### src/bhf_pkg.sv
// ----------------------------------------------------------------------------
// bhf_pkg: shared types and constants of the byte histogram
// Request layout, case-folding codes and register indexes.
// ----------------------------------------------------------------------------
package bhf_pkg;

  // number of bins, one per byte value
  localparam int unsigned BINS     = 32'h100;
  localparam int unsigned BIN_W    = $clog2(BINS);
  localparam int unsigned MASK_W   = 64;
  localparam int unsigned MASK_REGS = BINS / MASK_W;

  // distance between ascii upper and lower case letters
  localparam logic [7:0] CASE_DELTA = 8'h20;
  localparam logic [7:0] UPPER_LO   = 8'h41;
  localparam logic [7:0] UPPER_HI   = 8'h5A;
  localparam logic [7:0] LOWER_LO   = 8'h61;
  localparam logic [7:0] LOWER_HI   = 8'h7A;

  // configuration register indexes
  localparam int unsigned CFG_IDX_W = 3;
  localparam logic [CFG_IDX_W-1:0] CFG_CASE_MODE = 3'd0;
  localparam logic [CFG_IDX_W-1:0] CFG_MASK_0    = 3'd1;
  localparam logic [CFG_IDX_W-1:0] CFG_MASK_1    = 3'd2;
  localparam logic [CFG_IDX_W-1:0] CFG_MASK_2    = 3'd3;
  localparam logic [CFG_IDX_W-1:0] CFG_MASK_3    = 3'd4;
  localparam int unsigned CFG_DATA_W = 64;

  typedef enum logic [1:0] {
    CASE_KEEP  = 2'd0,
    CASE_LOWER = 2'd1,
    CASE_UPPER = 2'd2
  } case_mode_e;

  typedef enum logic {
    ACT_COUNT = 1'b0,
    ACT_READ  = 1'b1
  } action_e;

  // classified request handed from the front to the back
  typedef struct packed {
    logic             is_count;
    logic             incl;
    logic [BIN_W-1:0] bin;
  } req_t;

endpackage

### src/bhf_front.sv
// ----------------------------------------------------------------------------
// bhf_front: request classifier
// Folds letter case, picks the bin and looks up its include bit.
// ----------------------------------------------------------------------------
module bhf_front (
  input  logic                     action_i,
  input  logic [7:0]               data_byte_i,
  input  logic [7:0]               bin_index_i,
  input  bhf_pkg::case_mode_e      case_mode_i,
  input  logic [bhf_pkg::BINS-1:0] include_mask_i,
  output bhf_pkg::req_t            req_o
);

  logic [7:0] folded;
  logic       is_upper;
  logic       is_lower;
  logic [7:0] bin;

  assign is_upper = (data_byte_i >= bhf_pkg::UPPER_LO) && (data_byte_i <= bhf_pkg::UPPER_HI);
  assign is_lower = (data_byte_i >= bhf_pkg::LOWER_LO) && (data_byte_i <= bhf_pkg::LOWER_HI);

  always_comb begin
    folded = data_byte_i;
    unique case (case_mode_i)
      bhf_pkg::CASE_LOWER: begin
        if (is_upper) folded = data_byte_i + bhf_pkg::CASE_DELTA;
      end
      bhf_pkg::CASE_UPPER: begin
        if (is_lower) folded = data_byte_i - bhf_pkg::CASE_DELTA;
      end
      default: folded = data_byte_i;
    endcase
  end

  assign bin = (action_i == bhf_pkg::ACT_READ) ? bin_index_i : folded;

  assign req_o.is_count = (action_i == bhf_pkg::ACT_COUNT);
  assign req_o.bin      = bin[bhf_pkg::BIN_W-1:0];
  assign req_o.incl     = include_mask_i[bin[bhf_pkg::BIN_W-1:0]];

endmodule

### config.mk
export PLATFORM = sky130hd
export DESIGN_NAME = bhf_front
export DESIGN_NICKNAME = d
export VERILOG_FILES = /design/src/bhf_pkg.sv /design/src/bhf_front.sv
export SDC_FILE = /design/constraint.sdc
export NUM_CORES = 1
export LEC_CHECK = 0
export BUFFER_PORTS_ARGS = -buffer_cell sky130_fd_sc_hd__buf_4
export CAP_MARGIN = 40
export CORE_AREA = 2 2 112 114
export DETAILED_ROUTE_END_ITERATION = 6
export DIE_AREA = 0 0 114 116
export SYNTH_ARGS = -nofsm -noshare
export SYNTH_HDL_FRONTEND = slang
export SYNTH_SLANG_ARGS = --single-unit
### constraint.sdc
create_clock -name vclk -period 3.3
set_input_delay 0.33 -clock vclk [all_inputs]
set_output_delay 0.33 -clock vclk [all_outputs]
set_load 0.005 [all_outputs]
After elaboration in Yosys (flattened, before gate mapping)
Cells that the tools add are included.
Widths: inputs -> output; s select.
{"block": "classes", "n_addsub": 2, "order_cmp": 5, "n_eq_ne": 2, "mux": 6, "bitwise_logic": 1, "n_reduce_logical": 2}
{"operator": "$mux 8", "n": 3}
{"operator": "$ge 8x7->1 const B", "n": 2}
{"operator": "$le 8x7->1 const B", "n": 2}
{"operator": "$pmux 8 s2", "n": 1}
{"operator": "$lt 8x9->1 const B", "n": 1}
{"operator": "$add 8x6->8 const B", "n": 1}
{"operator": "$bmux 1 s8", "n": 1}
{"operator": "$sub 8x6->8 const B", "n": 1}
{"operator": "$eq 2x1->1 const B", "n": 1}
{"operator": "$eq 2x2->1 const B", "n": 1}
{"operator": "$logic_and 1x1->1", "n": 2}
{"operator": "$mux 1", "n": 1}
{"operator": "$not 1->1", "n": 1}
{"block": "totals", "reg_bits": 0, "inputBits": 275, "output_inout_bits": 10}

Logic depth before layout (Yosys ltp)
Gate-level depths: netlist of the first run.
{"block": "logic_depth", "depth_word": 7, "mapped_depth": 13, "ltp_nobuf": 11}

Least setup slack after synthesis of the first run
No wires, ideal clock.
{"block": "synth_timing", "path_type": "input-to-output", "startpoint": "input port action_i", "endpoint": "output port req_o[8] (netlist bit)", "arrival_time_ps": 2154, "required_time_ps": 2970, "setup_slack_ps": 816, "cell_stages": 11, "n_path_buf": 2, "path_cell_list": "mux2i_2 inv_2 buf_4 buf_6 mux2i_1 a221oi_1 a32oi_1 nand3_1 o211ai_1 o2111a_1 nor3_1"}
{"item": "start, declared", "line": "bhf_front.sv:6", "text": "input logic action_i,"}
{"item": "end, declared", "line": "bhf_front.sv:11", "text": "output bhf_pkg::req_t req_o"}

==> qor.csv, run 1 <==
stage;metric;value;unit
global_route;global route total overflow;0;
sta;Final min period;3.14;ns
synthesis;Avg Synthesized Cell Area;5.37;µm²
cells_and_area;fillers;1269;
placed_design;port bufs;285;
floorplan;Die ar.;13200;µm²
cells_and_area;FF+latch count;0;
critical_path;Critical Path Fanout Max;56;
sta;Worst Max-Slew Pin Slew;0.792;ns
sta;Slew Limit Headroom;47.2;%
critical_path;crit path kind;in -> out;
synthesis;largest family of logic cells by synthesized area;simple AND/OR/NAND/NOR gates;
hold_path;hold path start;data_byte_i[6];
sta;RSZ-0062 raised after global routing;false;
synthesis;post-synthesis simple-gate area fraction;50.2;%
critical_path;Slowest-stage cell, CP;o211a_1;
drt;via/cell ratio;5.24;
placed_design;placed cells;950;
critical_path;CP Capture Type;primary output;
synthesis;Netlist cell types;52;
critical_path;cell with the most instances on the worst path;buf_4;
drt;Routed Wire Length;18700;µm
critical_path;CP Launch Type;input port;
cells_and_area;clock buffers;0;
cells_and_area;non-filler cells, final;966;
synthesis;mux share of post-synthesis cell area;16.1;%
power;VDD IR-drop max;0.0000473;V
sta;final hold violation count;0;
floorplan;Die H;116;µm
floorplan;I/O pin total;285;
critical_path;start point of the critical path;action_i;
critical_path;cell family with the largest share of critical-path delay;buffers and inverters;
floorplan;row count;40;
critical_path;Worst path depth;14;
floorplan;Die X-Extent;114;µm
synthesis;Post-Syn Area;2830;µm²
drt;Initial DRT Pass Iterations;5;
floorplan;Core Area;11900;µm²
power;Leakage;2.93;nW
sta;Slew Viols, Final;0;
hold_path;WHS Path Cells;4;
synthesis;syn nets;806;
power;power consumption;938;µW
critical_path;critical path, cell by cell;buf_6 > mux2i_4 > clkinv_4 > clkbuf_4 > buf_4 > buf_12 > nand2_1 > a31oi_1 > a2bb2oi_1 > a21oi_1 > mux2i_1 > o211a_1 > nor3_4 > buf_4;
sta;achievable frequency;0.319;GHz
sta;crit share post-route;95.0;%
synthesis;synth warn;0;
drt;Wirelength per Cell;19.3;µm
critical_path;Crit path buffers/inverters;6;
hold_path;Hold Crit Class;in -> out;
synthesis;post-synthesis adder-cell area fraction;1.77;%
clocking;# hold bufs at CTS;0;
cells_and_area;Final Net Count;1100;
global_route;largest net degree at the start of global routing;57;
cells_and_area;area occupied by registers;0;µm²
cells_and_area;Syn-to-layout area delta;97.5;%
global_route;GRT Overall Usage;25.5;%
synthesis;XOR/XNOR Fraction of Synth Area;0;%
drt;ANT nets after route;0;
drt;# DRC;0;
placed_design;GPL Wtd Cong;0.957;
global_route;initial antenna violation count;0;
cells_and_area;layout cells sized above 1;42.9;%
floorplan;Initial Util;23.7;%
synthesis;sequential cell area fraction in the yosys report;0;%
power;power per cell area;168;nW/µm²
drt;DRT iter0 DRCs;286;
critical_path;CP arrival;2.81;ns
placed_design;DP HPWL;14700;µm
status;status;finished clean;
global_route;first-pass GRT wire length;26400;µm
cells_and_area;# diodes;0;
flow_run;Max Cap Viol;0;
synthesis;cell count after synthesis;527;
global_route;vias in the first global route;4999;
critical_path;max incr delay on CP;0.26;ns
cells_and_area;area of the multi-input gates;2700;µm²
sta;setup violators final;0;
synthesis;Compound-Gate Fraction of Synth Area;23.0;%
critical_path;Worst EP required;2.97;ns
drt;total number of vias;5065;
## per-layer routing
| metal | vias up | share of wire, % | global-route usage, % |
|---|---|---|---|
| li1 | 2456 | - | - |
| met1 | 2335 | 41 | 32.4 |
| met2 | 248 | 49 | 46.8 |
| met3 | 26 | 7.8 | 2.93 |
| met4 | 0 | 1.9 | 4.31 |
| met5 | - | 0 | 0 |
## Yosys cell counts, drive strengths merged, types with 3 or more instances
cell type | n | area, µm²
o21ai | 9 | 45.0
buf | 22 | 126
ha | 4 | 50.1
inv | 15 | 56.3
nand3 | 97 | 485
clkbuf | 18 | 67.6
nand2 | 210 | 788
a211oi | 4 | 30.0
a31oi | 14 | 87.6
a21boi | 3 | 22.5
a221oi | 11 | 96.3
and3 | 8 | 50.1
mux2i | 45 | 454
a21oi | 17 | 85.1
o221ai | 4 | 35.0
o22ai | 3 | 18.8
a21o | 3 | 22.5
## cell type report
| cell class | instances | area share (%) |
|---|---|---|
| multi-input combinational | 471 | 48.4 |
| inverter | 16 | 1.23 |
| tap | 147 | 3.29 |
| timing repair buffer | 332 | 47.1 |
## logic make-up after synthesis
| kind of cell | after synthesis |
|---|---|
| mux | 45 |
| fa+ha+maj | 4 |
| simple gates | 331 |
| buf+inv | 56 |
| compound gates | 91 |
## tightest hold or removal path: stages
cell and delay [ns]:
buf_4 0.09, a31oi_1 0.15, inv_1 0.10, buf_4 0.13
## cells in the final DEF, fill, tap and decap left out, types with 3 or more instances in the layout
| cell type | count |
|---|---|
| a221oi_2 | 5 |
| a221oi_1 | 6 |
| o21ai_0 | 4 |
| mux2i_4 | 3 |
| inv_1 | 13 |
| a21oi_1 | 17 |
| ha_1 | 4 |
| and3_1 | 8 |
| a31oi_1 | 14 |
| o221ai_1 | 3 |
| nand3_1 | 97 |
| buf_6 | 3 |
| a21o_1 | 3 |
| o21ai_1 | 5 |
| mux2i_1 | 42 |
| a211oi_1 | 4 |
| nand2_1 | 210 |
| buf_4 | 321 |
## path summary, 6_finish.rpt
check       end  slack (ns)
max    req_o[8]        0.16
min    req_o[6]        1.14
## repair_timing
item / CTS / global route
buffers inserted: 2 / 12
cloned: 1 / 2
endpoints found under the setup margin: 1 / 1
pin swaps: 0 / 7
resized for setup: 2 / 18
endpoints found under the hold margin: 0 / 0
## report_power, final
part           total (mW)  switching, mW  internal (mW)
registers               0              0              0
clock network           0              0              0
logic               0.938          0.453          0.485
## through the flow
step | area [µm²] | TNS (ns) | setup slack (ns) | hold WS [ns] | util (%)
floorplan | 2830 | 0 | 0.816 | 0.819 | -
global placement | 5300 | -0.245 | -0.245 | 1.12 | 44.5
detailed placement | 5300 | -0.200 | -0.200 | 1.13 | 44.5
CTS | 5360 | 0 | 0.0259 | 1.14 | 45.0
global route | 5580 | 0 | 0.00568 | 1.16 | 46.9
finish | 5580 | 0 | 0.164 | 1.14 | 46.9
Note: power is estimated with default switching activity, not from simulation.
==> run 2, diff against run 1 <==
Settings changed: PLACE_DENSITY set to 0.65.
==> run 2 against run 1 <==
Against the previous run: via count decreased by 3.5%; sequential share of layout area unchanged; flip-flop and latch count is the same; global-route usage fell by 0.85 points; die area unchanged; total power is 4.8% lower; cell count shrank 0.83%; first-iteration DRC count increased by 5.9%; design area decreased by 2.8%; core utilization shrank 1.3 points; critical endpoint unchanged; largest cell class unchanged; highest routed layer unchanged.
==> qor.csv, run 2 (same netlist as run 1, synthesis figures left out) <==
stage;metric;value;unit
drt;total number of vias;4886;
power;power consumption;893;µW
critical_path;Critical Path Fanout Max;50;
cells_and_area;Syn-to-layout area delta;91.9;%
power;power per cell area;165;nW/µm²
global_route;initial antenna violation count;0;
cells_and_area;# diodes;0;
sta;setup tns final;0;ns
floorplan;Initial Util;23.7;%
floorplan;Die H;116;µm
sta;Worst Max-Slew Pin Slew;0.759;ns
global_route;first-pass GRT wire length;25400;µm
cells_and_area;area occupied by registers;0;µm²
sta;crit share post-route;93.8;%
sta;final hold slack;1.14;ns
cells_and_area;Final Net Count;1092;
placed_design;placed inst area;5290;µm²
floorplan;Die X-Extent;114;µm
clocking;# hold bufs at CTS;0;
hold_path;Hold Crit Class;in -> out;
cells_and_area;design area;5430;µm²
placed_design;placed cells;949;
critical_path;CP Capture Type;primary output;
cells_and_area;fillers;1285;
sta;final hold violation count;0;
sta;setup violators final;0;
cells_and_area;FF+latch count;0;
critical_path;CP Launch Type;input port;
placed_design;DP HPWL;14300;µm
drt;# DRC;0;
drt;Initial DRT Pass Iterations;6;
global_route;GRT Overall Usage;24.6;%
global_route;vias in the first global route;4687;
floorplan;row count;40;
floorplan;Die ar.;13200;µm²
floorplan;Core Area;11900;µm²
sta;Slew Limit Headroom;49.4;%
floorplan;I/O pin total;285;
critical_path;crit path kind;in -> out;
drt;ANT nets after route;0;
drt;DRT iter0 DRCs;303;
sta;achievable frequency;0.323;GHz
sta;Final min period;3.10;ns
cells_and_area;commonest cells after routing, fill and taps aside;317 x buf_4, 209 x nand2_1, 97 x nand3_1, 42 x mux2i_1, 17 x a21oi_1;
flow_run;Max Cap Viol;0;
global_route;global route total overflow;0;
placed_design;GPL Wtd Cong;0.898;
cells_and_area;clock buffers;0;
power;VDD IR-drop max;0.0000508;V
power;Leakage;2.85;nW
placed_design;port bufs;285;
drt;Wirelength per Cell;18.6;µm
global_route;largest net degree at the start of global routing;100;
critical_path;Worst EP required;2.97;ns
cells_and_area;most common cell after layout, fill and taps aside;buf_4;
critical_path;CP arrival;2.77;ns
status;status;finished clean;
cells_and_area;non-filler cells, final;958;
cells_and_area;layout cells sized above 1;41.4;%
drt;via/cell ratio;5.10;
sta;Slew Viols, Final;0;
drt;Routed Wire Length;17800;µm
[run 2: per-layer routing]
metal | track usage (%) | vias up | wire length, µm
li1 | - | 2446 | -
met1 | 32.5 | 2205 | 7570
met2 | 43.9 | 217 | 8770
met3 | 2.93 | 18 | 1180
met4 | 3.90 | 0 | 288
met5 | 0 | - | 0
[run 2: worst paths after layout]
| check | cells after the start | from | endpoint |
|---|---|---|---|
| worst min-delay path | 4 | data_byte_i[6] | req_o[6] |
| worst max-delay path | 14 | action_i | req_o[8] |
[run 2: metrics by stage]
step | worst slack [ns] | utilization [%]
5_1_grt | -0.00561 | 45.6
3_3_place_gp | -0.244 | 44.4
3_5_place_dp | -0.190 | 44.4
6_report | 0.204 | 45.6
4_1_cts | 0.00981 | 44.5
2_1_floorplan | 0.816 | -
[run 2: area by class of cell]
cell class	count	area (µm²)	area share, %
multi-input combinational	472	2680	49.4
tap	147	184	3.39
inverter	16	65.1	1.20
timing repair buffer	323	2500	46.0
[run 2: report_power, final]
part	switching [mW]	total, mW	internal [mW]
Sequential	0	0	0
Clock	0	0	0
Combinational	0.433	0.893	0.460
[run 2: critical path: stages]
cell,delay [ns]
buf_4,0.13
mux2i_4,0.28
buf_4,0.16
clkbuf_16,0.24
nand2_1,0.08
and3_1,0.16
a311oi_1,0.28
buf_4,0.17
o21ai_1,0.06
a21oi_1,0.18
a21oi_1,0.07
o2111a_1,0.26
nor3_4,0.19
buf_4,0.15
[run 2: timing repair]
action | CTS | global route
setup buffers | 0 | 7
gates cloned | 0 | 2
gates resized for setup | 2 | 7
endpoints found under the setup margin | 1 | 1
pin swaps | 0 | 2
