$ cat config.mk
export PLATFORM = sky130hd
export DESIGN_NAME = bhf_queue
export DESIGN_NICKNAME = d
export VERILOG_FILES = /design/src/bhf_pkg.sv /design/src/bhf_queue.sv
export SDC_FILE = /design/constraint.sdc
export NUM_CORES = 1
export LEC_CHECK = 0
export BUFFER_PORTS_ARGS = -buffer_cell sky130_fd_sc_hd__buf_2
export CORE_MARGIN = 2
export CORE_UTILIZATION = 30
export CTS_CLUSTER_SIZE = 20
export DETAILED_ROUTE_END_ITERATION = 7
export SYNTH_ARGS = -nofsm -noshare
export SYNTH_HDL_FRONTEND = slang
export SYNTH_SLANG_ARGS = --single-unit
$ cat constraint.sdc
create_clock -name clk_i -period 1.9 [get_ports clk_i]
set_input_delay 0.38 -clock clk_i [delete_from_list [all_inputs] [get_ports clk_i]]
set_output_delay 0.38 -clock clk_i [all_outputs]
set_load 0.03 [all_outputs]
$ cat src/bhf_pkg.sv
// ----------------------------------------------------------------------------
// bhf_pkg: shared types and constants of the byte histogram
// Request layout, case-folding codes and register indexes.
// ----------------------------------------------------------------------------
package bhf_pkg;

  // number of bins, one per byte value
  localparam int unsigned BINS     = 32'h100;
  localparam int unsigned BIN_W    = $clog2(BINS);
  localparam int unsigned MASK_W   = 64;
  localparam int unsigned MASK_REGS = BINS / MASK_W;

  // distance between ascii upper and lower case letters
  localparam logic [7:0] CASE_DELTA = 8'h20;
  localparam logic [7:0] UPPER_LO   = 8'h41;
  localparam logic [7:0] UPPER_HI   = 8'h5A;
  localparam logic [7:0] LOWER_LO   = 8'h61;
  localparam logic [7:0] LOWER_HI   = 8'h7A;

  // configuration register indexes
  localparam int unsigned CFG_IDX_W = 3;
  localparam logic [CFG_IDX_W-1:0] CFG_CASE_MODE = 3'd0;
  localparam logic [CFG_IDX_W-1:0] CFG_MASK_0    = 3'd1;
  localparam logic [CFG_IDX_W-1:0] CFG_MASK_1    = 3'd2;
  localparam logic [CFG_IDX_W-1:0] CFG_MASK_2    = 3'd3;
  localparam logic [CFG_IDX_W-1:0] CFG_MASK_3    = 3'd4;
  localparam int unsigned CFG_DATA_W = 64;

  typedef enum logic [1:0] {
    CASE_KEEP  = 2'd0,
    CASE_LOWER = 2'd1,
    CASE_UPPER = 2'd2
  } case_mode_e;

  typedef enum logic {
    ACT_COUNT = 1'b0,
    ACT_READ  = 1'b1
  } action_e;

  // classified request handed from the front to the back
  typedef struct packed {
    logic             is_count;
    logic             incl;
    logic [BIN_W-1:0] bin;
  } req_t;

endpackage

$ cat src/bhf_queue.sv
// ----------------------------------------------------------------------------
// bhf_queue: two-entry request queue
// Decouples the classifier from the bin update pipeline.
// ----------------------------------------------------------------------------
module bhf_queue (
  input  logic          clk_i,
  input  logic          rst_ni,
  input  logic          push_i,
  input  bhf_pkg::req_t push_data_i,
  output logic          full_o,
  input  logic          pop_i,
  output logic          empty_o,
  output bhf_pkg::req_t pop_data_o
);

  localparam int unsigned Depth = 2;
  localparam int unsigned PtrW  = $clog2(Depth);

  bhf_pkg::req_t     slot_q [Depth];
  logic [PtrW-1:0]   wr_ptr_q, wr_ptr_d;
  logic [PtrW-1:0]   rd_ptr_q, rd_ptr_d;
  logic [PtrW:0]     fill_q, fill_d;
  logic              do_push, do_pop;

  assign full_o     = (fill_q == (PtrW+1)'(Depth));
  assign empty_o    = (fill_q == '0);
  assign do_push    = push_i && !full_o;
  assign do_pop     = pop_i && !empty_o;
  assign pop_data_o = slot_q[rd_ptr_q];

  always_comb begin
    wr_ptr_d = do_push ? wr_ptr_q + PtrW'(1) : wr_ptr_q;
    rd_ptr_d = do_pop  ? rd_ptr_q + PtrW'(1) : rd_ptr_q;
    fill_d   = fill_q;
    if (do_push && !do_pop) fill_d = fill_q + (PtrW+1)'(1);
    if (do_pop && !do_push) fill_d = fill_q - (PtrW+1)'(1);
  end

  always_ff @(posedge clk_i or negedge rst_ni) begin
    if (!rst_ni) begin
      wr_ptr_q <= '0;
      rd_ptr_q <= '0;
      fill_q   <= '0;
    end else begin
      wr_ptr_q <= wr_ptr_d;
      rd_ptr_q <= rd_ptr_d;
      fill_q   <= fill_d;
    end
  end

  always_ff @(posedge clk_i) begin
    if (do_push) begin
      slot_q[wr_ptr_q] <= push_data_i;
    end
  end

endmodule

==> After elaboration in Yosys (flattened, before gate mapping) <==
Memories as Yosys holds them, arrays and structs flattened.
Index checks and enable logic that the tools add are counted.
{ "op_classes": {"n_eq_ne": 1, "n_reduce_logical": 10, "muxes": 4, "addsub": 4} }
{ "ops": {"columns": ["operator", "n"], "rows": [
  ["logical AND 1 bit", 4],
  ["logical NOT 1 bit", 4],
  ["2-to-1 mux 2 bit", 2],
  ["adder 1 bit (second input constant)", 2],
  ["adder 2 x 1 -> 2 bit (second input constant)", 1],
  ["equality test 2 bit (second input constant)", 1],
  ["logical NOT 2 bit", 1],
  ["2-to-1 mux 1 bit", 2],
  ["nonzero test 2 bit", 1],
  ["subtractor 2 x 1 -> 2 bit (second input constant)", 1]
]} }
{ "totals": {"mem_bits_rw": 20, "out_inout_bits": 12, "word_cells": 23, "in_bits": 14, "memories": 1, "regBits": 4} }
{ "memory_table": {"columns": ["name", "depth", "width", "read_ports", "rd_clocked_by_memory_dff", "wr", "line", "rtl"], "rows": [
  ["slot_q", 2, 10, 1, 0, 1, "bhf_queue.sv:19", "bhf_pkg::req_t slot_q [Depth];"]
]} }

==> Depth between registers and ports, before layout <==
Gate-level depths: netlist (run 1).
{ "logic_depth": {"ltp_word": 7, "ltp_mapped": 6, "ltp_nobuf": 6} }

==> Worst setup path after synthesis (run 1) <==
No wires, ideal clock.
{ "synth_timing": {"path_type": "register -> register", "start": "register fill_q[0]", "end": "register fill_q[1]", "t_arrival_ns": 1.589, "path_slack_ns": 0.232, "path_buffers": 0, "synth_period_minus_slack_ns": 1.668, "path_stages_with_launch": 6, "required_ns": 1.821, "setup_time_ns": 0.079, "path_cell_list": "dfrtp_1 nor2_1 nor2b_2 ha_1 nor2_1 xor2_1"} }
{ "synth_between": {"elab_chain_len": 6, "elab_cells_between_ends": 15, "cone_classes": "2 x add/sub; 1 x eq/ne; 2 x mux; 10 x reduce/logical"} }
{ "synth_rtl": {"columns": ["element", "line", "rtl"], "rows": [
  ["start: declaration", "bhf_queue.sv:22", "logic [PtrW:0] fill_q, fill_d;"],
  ["start signal: assignment", "bhf_queue.sv:47", "fill_q <= fill_d;"],
  ["logical NOT 2 bit *", "bhf_queue.sv:26", "assign empty_o = (fill_q == '0);"],
  ["via empty_o", "bhf_queue.sv:12", "output logic empty_o,"],
  ["logical NOT 1 bit *", "bhf_queue.sv:28", "assign do_pop = pop_i && !empty_o;"],
  ["logical AND 1 bit *", "bhf_queue.sv:28", null],
  ["via do_pop", "bhf_queue.sv:23", "logic do_push, do_pop;"],
  ["logical NOT 1 bit", "bhf_queue.sv:35", "if (do_push && !do_pop) fill_d = fill_q + (PtrW+1)'(1);"],
  ["logical AND 1 bit", "bhf_queue.sv:35", null],
  ["nonzero test 2 bit (no source line)", null, null]
]} }
Mark *: on every way through the listed nets, which the timed path passes. The rest lies on a longest branch. The select of a mux whose other input is x is not followed.
A chain may end at the register's enable or synchronous reset.

==> results.md, run 1 <==
- Sink Count: 24
- Final hold violations: 0
- Hold Path Class: in2reg
- Area after DPL: 1080 sq um
- Routed len/inst: 12.3 um
- XOR/XNOR Fraction of Synth Area: 4.77%
- WP data required: 1.52 ns
- Final instance area: 1120 sq um
- Worst setup SP type: flip-flop
- Final GP Congestion: 0.627
- Crit end category: output port
- Net Sw Frac: 37.9%
- Met2 Wirelength: 671 um
- TritonCTS clock tree: built
- Area Growth Syn to Fin: 22.2%
- Setup WS pre-CTS: 0.319 ns
- CORE AREA: 2980 sq um
- DRC: 0
- RSZ-0062 raised after global routing: false
- Yosys cell types: 13
- Post-Syn Area: 917 sq um
- Layout net count: 95
- Setup tns final: 0 ns
- Internal power: 1.09 mW
- Critical-path maximum fanout: 11
- Reg2reg start: fill_q[0]$_DFFE_PN0P_
- Outcome: finished, final reports clean
- Share of the yosys chip area belonging to registers: 76.4%
- Die Ht: 59.3 um
- Largest area contributor in the netlist: edfxtp_1
- Ports: 26
- Post-Synth Adder-Cell Area: 1.36%
- Highest metal used: met4
- Vias per Instance: 4.38
- Sequential power share: 47.3%
- Worst-skew pair later-pin latency: 0.30 ns
- Initial antenna violation count: 0
- Synth Register Bits: 24
- Mapped Cells: 49
- Compound-Gate Fraction of Synth Area: 0%
- Die extent in x: 59.3 um
- Ratio of cells with drive above 1 in the final layout: 51.9%
- Sw Pwr: 665 uW
- Die Footprint: 3520 sq um
- Worst-path clk slew: 0.13 ns
- Final min period: 1.76 ns
- Setup crit start: rd_ptr_q$_DFFE_PN0P_
- Ranking of synthesized cells by area: edfxtp_1 65%, mux2_2 12%, dfrtp_1 11%
- I/O Buffers: 25
- Initial core utilization: 30.8%
- Slew @ Worst Pin: 0.505 ns
- Power density over the cells: 1560 nW/um^2
- Global route overflow: 0
- Worst VDD drop: 0.705 mV
- Max-slew headroom: 66.3%
- Clock share of power: 12.3%
- Vias: 490
- Post-Route WL: 1.37 mm
- Final Cycle Share: 92.7%
- Final WS setup: 0.138 ns
- Synth Area in Simple Gates: 3.96%
- Count of pins over their slew limit: 0
- Min-Delay Startpoint: push_data_i[1]
- Starting DRT DRC Count: 11
- Hold slack final: 0.255 ns
- Final setup violation count: 0
- Skew final: 0.00955 ns
- Tot GR Track Use: 8.94%
- Final instance count without filler cells: 112
- Synthesized area per cell: 18.7 sq um
- CP Data Arrival Time: 1.38 ns
- Largest family of logic cells by synthesized area: multiplexers
- Synth Warn #: 0
- Routed met3 length: 87 um
- Detailed Routing Iterations Pass 1: 4
- Max Cap Viol: 0
- Antenna diodes: 0
- Site row count: 20
- HPWL after DPL: 986 um
- CTS Buf Count: 3
- First-pass GRT wire length: 2.21 mm
- Routed Antenna Nets: 0
- Post-synth top area share: 65.5%
- Fmax: 568 MHz
- Number of global-route vias before repair: 517
- Placed insts: 107
- Clk buf depth: 2
- Clk root buf: clkbuf_4
- Metal-1 WL: 604 um
- Largest net degree at the start of global routing: 14
- Static leakage: 0.447 nW
- Crit Path Category: reg2out
- Syn_nets: 64
- Mux share of post-synthesis cell area: 12.3%
- CTS H-tree depth: 1
- Comb power frac: 40.4%
- Post-CTS setup buffers: 0
==> metrics by stage <==
step | utilization [%] | power [mW]
2_1_floorplan | - | 1.38
3_3_place_gp | 36.4 | 1.55
3_5_place_dp | 36.4 | 1.56
4_1_cts | 37.6 | 1.79
5_1_grt | 37.6 | 1.87
6_report | 37.6 | 1.75
==> cells in the mapped netlist <==
cell	n
and3_1	1
buf_4	1
dfrtp_1	4
edfxtp_1	20
ha_1	1
inv_1	1
mux2_2	10
nand2_1	1
nand2b_1	1
nor2_1	3
nor2b_2	1
xnor2_1	3
xor2_1	2
==> power groups by stage <==
stage / logic [mW] / registers (mW) / clock network (mW)
3_3_place_gp: 0.713 / 0.838 / 0
4_1_cts: 0.723 / 0.835 / 0.229
5_1_grt: 0.770 / 0.856 / 0.240
3_5_place_dp: 0.718 / 0.844 / 0
2_1_floorplan: 0.587 / 0.789 / 0
6_report: 0.709 / 0.829 / 0.215
==> cell usage in the layout (no fill, tap or decap) <==
cell,instances
buf_2,25
edfxtp_1,20
mux2_2,10
nor2_1,3
xnor2_1,3
clkbuf_4,3
dfrtp_1,3
xor2_1,2
nand2b_1,1
inv_1,1
nand2_1,1
nor2b_2,1
and3_1,1
ha_1,1
clkinv_1,1
dlygate4sd3_1,1
buf_4,1
dfrtp_2,1
==> final timing paths <==
path                                          end  slack [ns]  cells past startpoint
hold reg to reg             fill_q[1]$_DFFE_PN0P_        0.50                      1
min in group asynchronous   fill_q[1]$_DFFE_PN0P_        0.40                      2
setup / recovery                    pop_data_o[0]        0.14                      2
max in group asynchronous    rd_ptr_q$_DFFE_PN0P_        1.36                      2
hold / removal             slot_q[0][1]$_DFFE_PP_        0.25                      1
setup reg to reg           slot_q[1][3]$_DFFE_PP_        0.47                      2
==> routing by layer <==
layer / GRT usage (%) / vias up
li1: - / 237
met1: 11.5 / 236
met2: 13.7 / 15
met3: 2.40 / 2
met4: 4.87 / 0
met5: 0 / -
==> cell type report <==
class                           count  area, sq um
Clock buffer                        3         22.5
Clock inverter                      1         3.75
Fill cell                         282         1860
Inverter                            1         3.75
Multi-Input combinational cell     23          205
Sequential cell                    24          702
Tap cell                           33         41.3
Timing Repair Buffer               27          143
==> worst max-delay path, cell delays in order (launching register included) <==
cell	delay, ns
dfrtp_2	0.53
mux2_2	0.38
buf_2	0.18
==> state kept, by name (all words and copies together) (netlist names) <==
register / cells
wr_ptr_q: 1
fill_q: 2
rd_ptr_q: 1
slot_q: 20
==> cells by family (layout without fill, tap and decap cells) <==
group / count (synthesis) / after routing
simple gates: 7 / 7
mux: 10 / 10
buf+inv: 2 / 32
flops: 24 / 24
xor+xnor: 5 / 5
fa+ha+maj: 1 / 1
==> timing repair <==
action	CTS	global route
hold buffers	1	0
hold endpoints to repair	4	0
resized for setup	1	0
endpoints found under the setup margin	10	0
Note: power is estimated with default switching activity, not from simulation.
==> run 2: changes to the inputs <==
--- a/config.mk
+++ b/config.mk
@@ -5,11 +5,13 @@
 export SDC_FILE = /design/constraint.sdc
 export NUM_CORES = 1
 export LEC_CHECK = 0
+export ABC_AREA = 1
 export BUFFER_PORTS_ARGS = -buffer_cell sky130_fd_sc_hd__buf_2
 export CORE_MARGIN = 2
 export CORE_UTILIZATION = 30
 export CTS_CLUSTER_SIZE = 20
 export DETAILED_ROUTE_END_ITERATION = 7
+export PLACE_DENSITY = 0.5
 export SYNTH_ARGS = -nofsm -noshare
 export SYNTH_HDL_FRONTEND = slang
 export SYNTH_SLANG_ARGS = --single-unit
==> run 2 against run 1 <==
  * Hold slack got worse by 0.00052 ns
  * Global-route usage rose by 0.93 points
  * Register-to-register slack better by 0.02 ns
  * Non-clock buffer count stayed put
  * Critical path depth rose by 2
  * Clock skew decreased by 0.0047 ns
  * Sequential share of layout area shrank 4.5 points
  * Via count is 31% higher
  * Sequential power is 1% lower
  * Flip-flop and latch count unchanged
  * Area after synthesis is 6.1% higher
  * Critical path type unchanged
  * Critical endpoint is now pop_data_o[7]
  * Largest cell class unchanged
==> results.md, run 2 <==
- Outcome: finished, final reports clean
- Syn_nets: 100 (+56%)
- Setup crit start: rd_ptr_q$_DFFE_PN0P_
- Worst path bufs/invs: 2 (+1)
- Sw Pwr: 820 uW (+23%)
- Largest area contributor in the netlist: edfxtp_1
- Post-synth EDFFs: 20 (unchanged)
- Die extent in x: 61.0 um (+2.8%)
- Final min period: 1.72 ns (-0.0461 ns)
- DRC: 0 (unchanged)
- Post-synth top area share: 61.7% (-3.8 points)
- Number of flip-flops in the largest register: 20 (unchanged)
- Share of the yosys chip area belonging to registers: 72.0% (-4.4 points)
- Area Growth Syn to Fin: 24.2%
- Worst setup SP type: flip-flop
- Worst stage delay on the critical path: 0.52 ns (about the same)
- Yosys cell types: 15 (+2)
- Fraction of registers with async set/reset: 16.7% (unchanged)
- Number of global-route vias before repair: 615 (+19%)
- Power density over the cells: 1660 nW/um^2 (+5.9%)
- Setup tns final: 0 ns (unchanged)
- Post-synth top cells: 37 x nand2_1, 20 x edfxtp_1, 7 x inv_1
- Ratio of cells with drive above 1 in the final layout: 34.2% (-18 points)
- Worst-skew pair later-pin latency: 0.30 ns (about the same)
- Final GP Congestion: 0.723 (+15%)
- Clk buf depth: 2 (unchanged)
- Critical-path maximum fanout: 12 (+1)
- Slowest stage cell, crit path: dfrtp_2
- Most common cell after layout, fill and taps aside: nand2_1
- Ports: 26 (unchanged)
- Largest net degree at the start of global routing: 15 (+1)
- WP data required: 1.52 ns (about the same)
- Max Cap Viol: 0 (unchanged)
- Routed len/inst: 9.94 um (-19%)
- Routed Antenna Nets: 0 (unchanged)
- HPWL after DPL: 1.21 mm (+22%)
- Top_reg_cell synth: edfxtp_1
- Die Ht: 61.0 um (+2.8%)
- Crit end category: output port
- Crit Path Category: reg2out
- Most frequent cell after synthesis: nand2_1
- Site row count: 20 (unchanged)
- Reg2Reg Setup Slack: 0.49 ns (+0.02 ns)
- Initial core utilization: 31.6% (+0.83 points)
- Layout net count: 130 (+37%)
- Antenna diodes: 0 (unchanged)
- RSZ-0062 raised after global routing: false
- Sink Count: 24 (unchanged)
- Skew final: 0.00487 ns (-0.00469 ns)
- Cell family with most CP delay: flip-flops
- CTS Buf Count: 3 (unchanged)
- Reg2reg start: fill_q[1]$_DFFE_PN0P_
- Starting DRT DRC Count: 32 (+21)
- Tot GR Track Use: 9.88% (+0.93 points)
- Clock share of power: 17.8% (+5.5 points)
- Min-Delay Startpoint: push_data_i[7]
- Largest Register: slot_q
- I/O Buffers: 25 (unchanged)
- Comb power frac: 41.3% (+0.9 points)
- Global route overflow: 0 (unchanged)
- Final Cycle Share: 90.3% (-2.4 points)
- Synth Warn #: 0 (unchanged)
- CTS H-tree depth: 1 (unchanged)
- Clk root buf: clkbuf_4
- TritonCTS clock tree: built
- Fmax: 583 MHz (+2.7%)
- Regs by FF count: slot_q x20, fill_q x2
- Post-Syn Area: 973 sq um (+6.1%)
- Vias: 644 (+31%)
- Vias per Instance: 4.08 (-6.8%)
- Synthesized area per cell: 11.5 sq um (-39%)
- Worst-path clk slew: 0.13 ns (about the same)
- Final hold violations: 0 (unchanged)
- Internal power: 1.18 mW (+8.5%)
- Final setup violation count: 0 (unchanged)
- Count of pins over their slew limit: 0 (unchanged)
- Synth Register Bits: 24 (unchanged)
- Net Sw Frac: 41.0% (+3.0 points)
- Initial antenna violation count: 0 (unchanged)
- CP Data Arrival Time: 1.34 ns (-0.04 ns)
- Sequential power share: 41.0% (-6.3 points)
- Slew @ Worst Pin: 0.398 ns (-0.107 ns)
- Most frequent cell on the critical path: nand2_1
- Hold slack final: 0.254 ns (-0.000524 ns)
- Hold Path Class: in2reg
- Commonest cells after routing, fill and taps aside: 37 x nand2_1, 25 x buf_2, 20 x edfxtp_1, 7 x inv_1
- Post-CTS setup buffers: 0 (unchanged)
- Ranking of synthesized cells by area: edfxtp_1 62%, nand2_1 14%, dfrtp_1 10%
- Cells along the critical path: inv_2, nand2_1, nand2_1, buf_2
- Die Footprint: 3720 sq um (+5.7%)
- Detailed Routing Iterations Pass 1: 4 (unchanged)
- Static leakage: 0.563 nW (+26%)
- Max-slew headroom: 73.4% (+7.1 points)
- CORE AREA: 3080 sq um (+3.4%)
- Post-Route WL: 1.57 mm (+14%)
- Mapped Cells: 85 (+73%)
- First-pass GRT wire length: 2.50 mm (+13%)
- Worst VDD drop: 0.503 mV (-29%)
-- run 2: cell types whose count changed in the layout (fill, tap and decap cells not counted), sizes merged, moves of 2 or more --
| cell | delta |
|---|---|
| inv | +9 |
| mux2 | -10 |
| nand2 | +39 |
| nand3 | +3 |
| xnor2 | -2 |
| xor2 | -2 |
-- run 2: metal layers --
metal / track usage, % / vias up / wire (um)
met1: 10.7 / 294 / 697
met5: 0 / - / 0
met3: 2.77 / 2 / 89
li1: - / 333 / -
met2: 17.2 / 15 / 765
met4: 5.59 / 0 / 18
-- run 2: kinds of logic after synthesis --
family                   synth area share [%]
AND/OR/NAND/NOR                          19.4
flip-flops                               72.0
buffers and inverters                    5.53
AO/OA/AOI/OAI                           0.900
XOR/XNOR                                0.900
adder cells (fa/ha/maj)                  1.29
-- run 2: cell type report --
| type | count | area, sq um |
|---|---|---|
| clock buffer | 3 | 22.5 |
| clock inverter | 1 | 30.0 |
| fill | 317 | 1870 |
| inverter | 10 | 37.5 |
| multi-input combinational | 49 | 219 |
| sequential | 24 | 702 |
| tap | 44 | 55.1 |
| timing repair buffer | 27 | 143 |
-- run 2: metrics by stage --
step                      power [mW]  setup WS, ns  instances  util, %  cell area [sq um]
after global routing            2.15        0.0358        158     39.3               1210
final                           2.00         0.184        158     39.3               1210
after CTS                       2.03        0.0804        158     39.2               1210
after global placement          1.67         0.444        153     37.2               1140
after detailed placement        1.67         0.437        153     37.2               1140
after floorplan                 1.46         0.501         85        -                973
-- run 2: power by group through the flow --
| stage | Sequential, mW | Combinational, mW | Clock, mW |
|---|---|---|---|
| after floorplan | 0.792 | 0.664 | 0 |
| after global routing | 0.837 | 0.912 | 0.404 |
| after global placement | 0.830 | 0.836 | 0 |
| after detailed placement | 0.832 | 0.843 | 0 |
| final | 0.820 | 0.826 | 0.355 |
| after CTS | 0.820 | 0.845 | 0.366 |
-- run 2: final timing paths --
kind	to	cells after the start
setup / recovery	pop_data_o[7]	4
setup reg to reg	fill_q[1]$_DFFE_PN0P_	9
hold reg to reg	fill_q[1]$_DFFE_PN0P_	2
min in group asynchronous	fill_q[1]$_DFFE_PN0P_	2
max in group asynchronous	rd_ptr_q$_DFFE_PN0P_	2
hold / removal	slot_q[0][7]$_DFFE_PP_	1
-- run 2: timing repair --
item | in CTS | in global routing
hold buffers | 1 | 0
hold endpoints to repair | 4 | 0
resized for setup | 0 | 1
setup endpoints to repair | 0 | 10
-- run 2: worst register-to-register path, stage by stage (launching register included) --
cell and delay (ns):
dfrtp_1 0.40, inv_1 0.15, nand2_2 0.10, nand2_2 0.07, inv_1 0.04, ha_1 0.31
inv_1 0.09, nand3_1 0.07, nand2_1 0.06, nand2_1 0.04
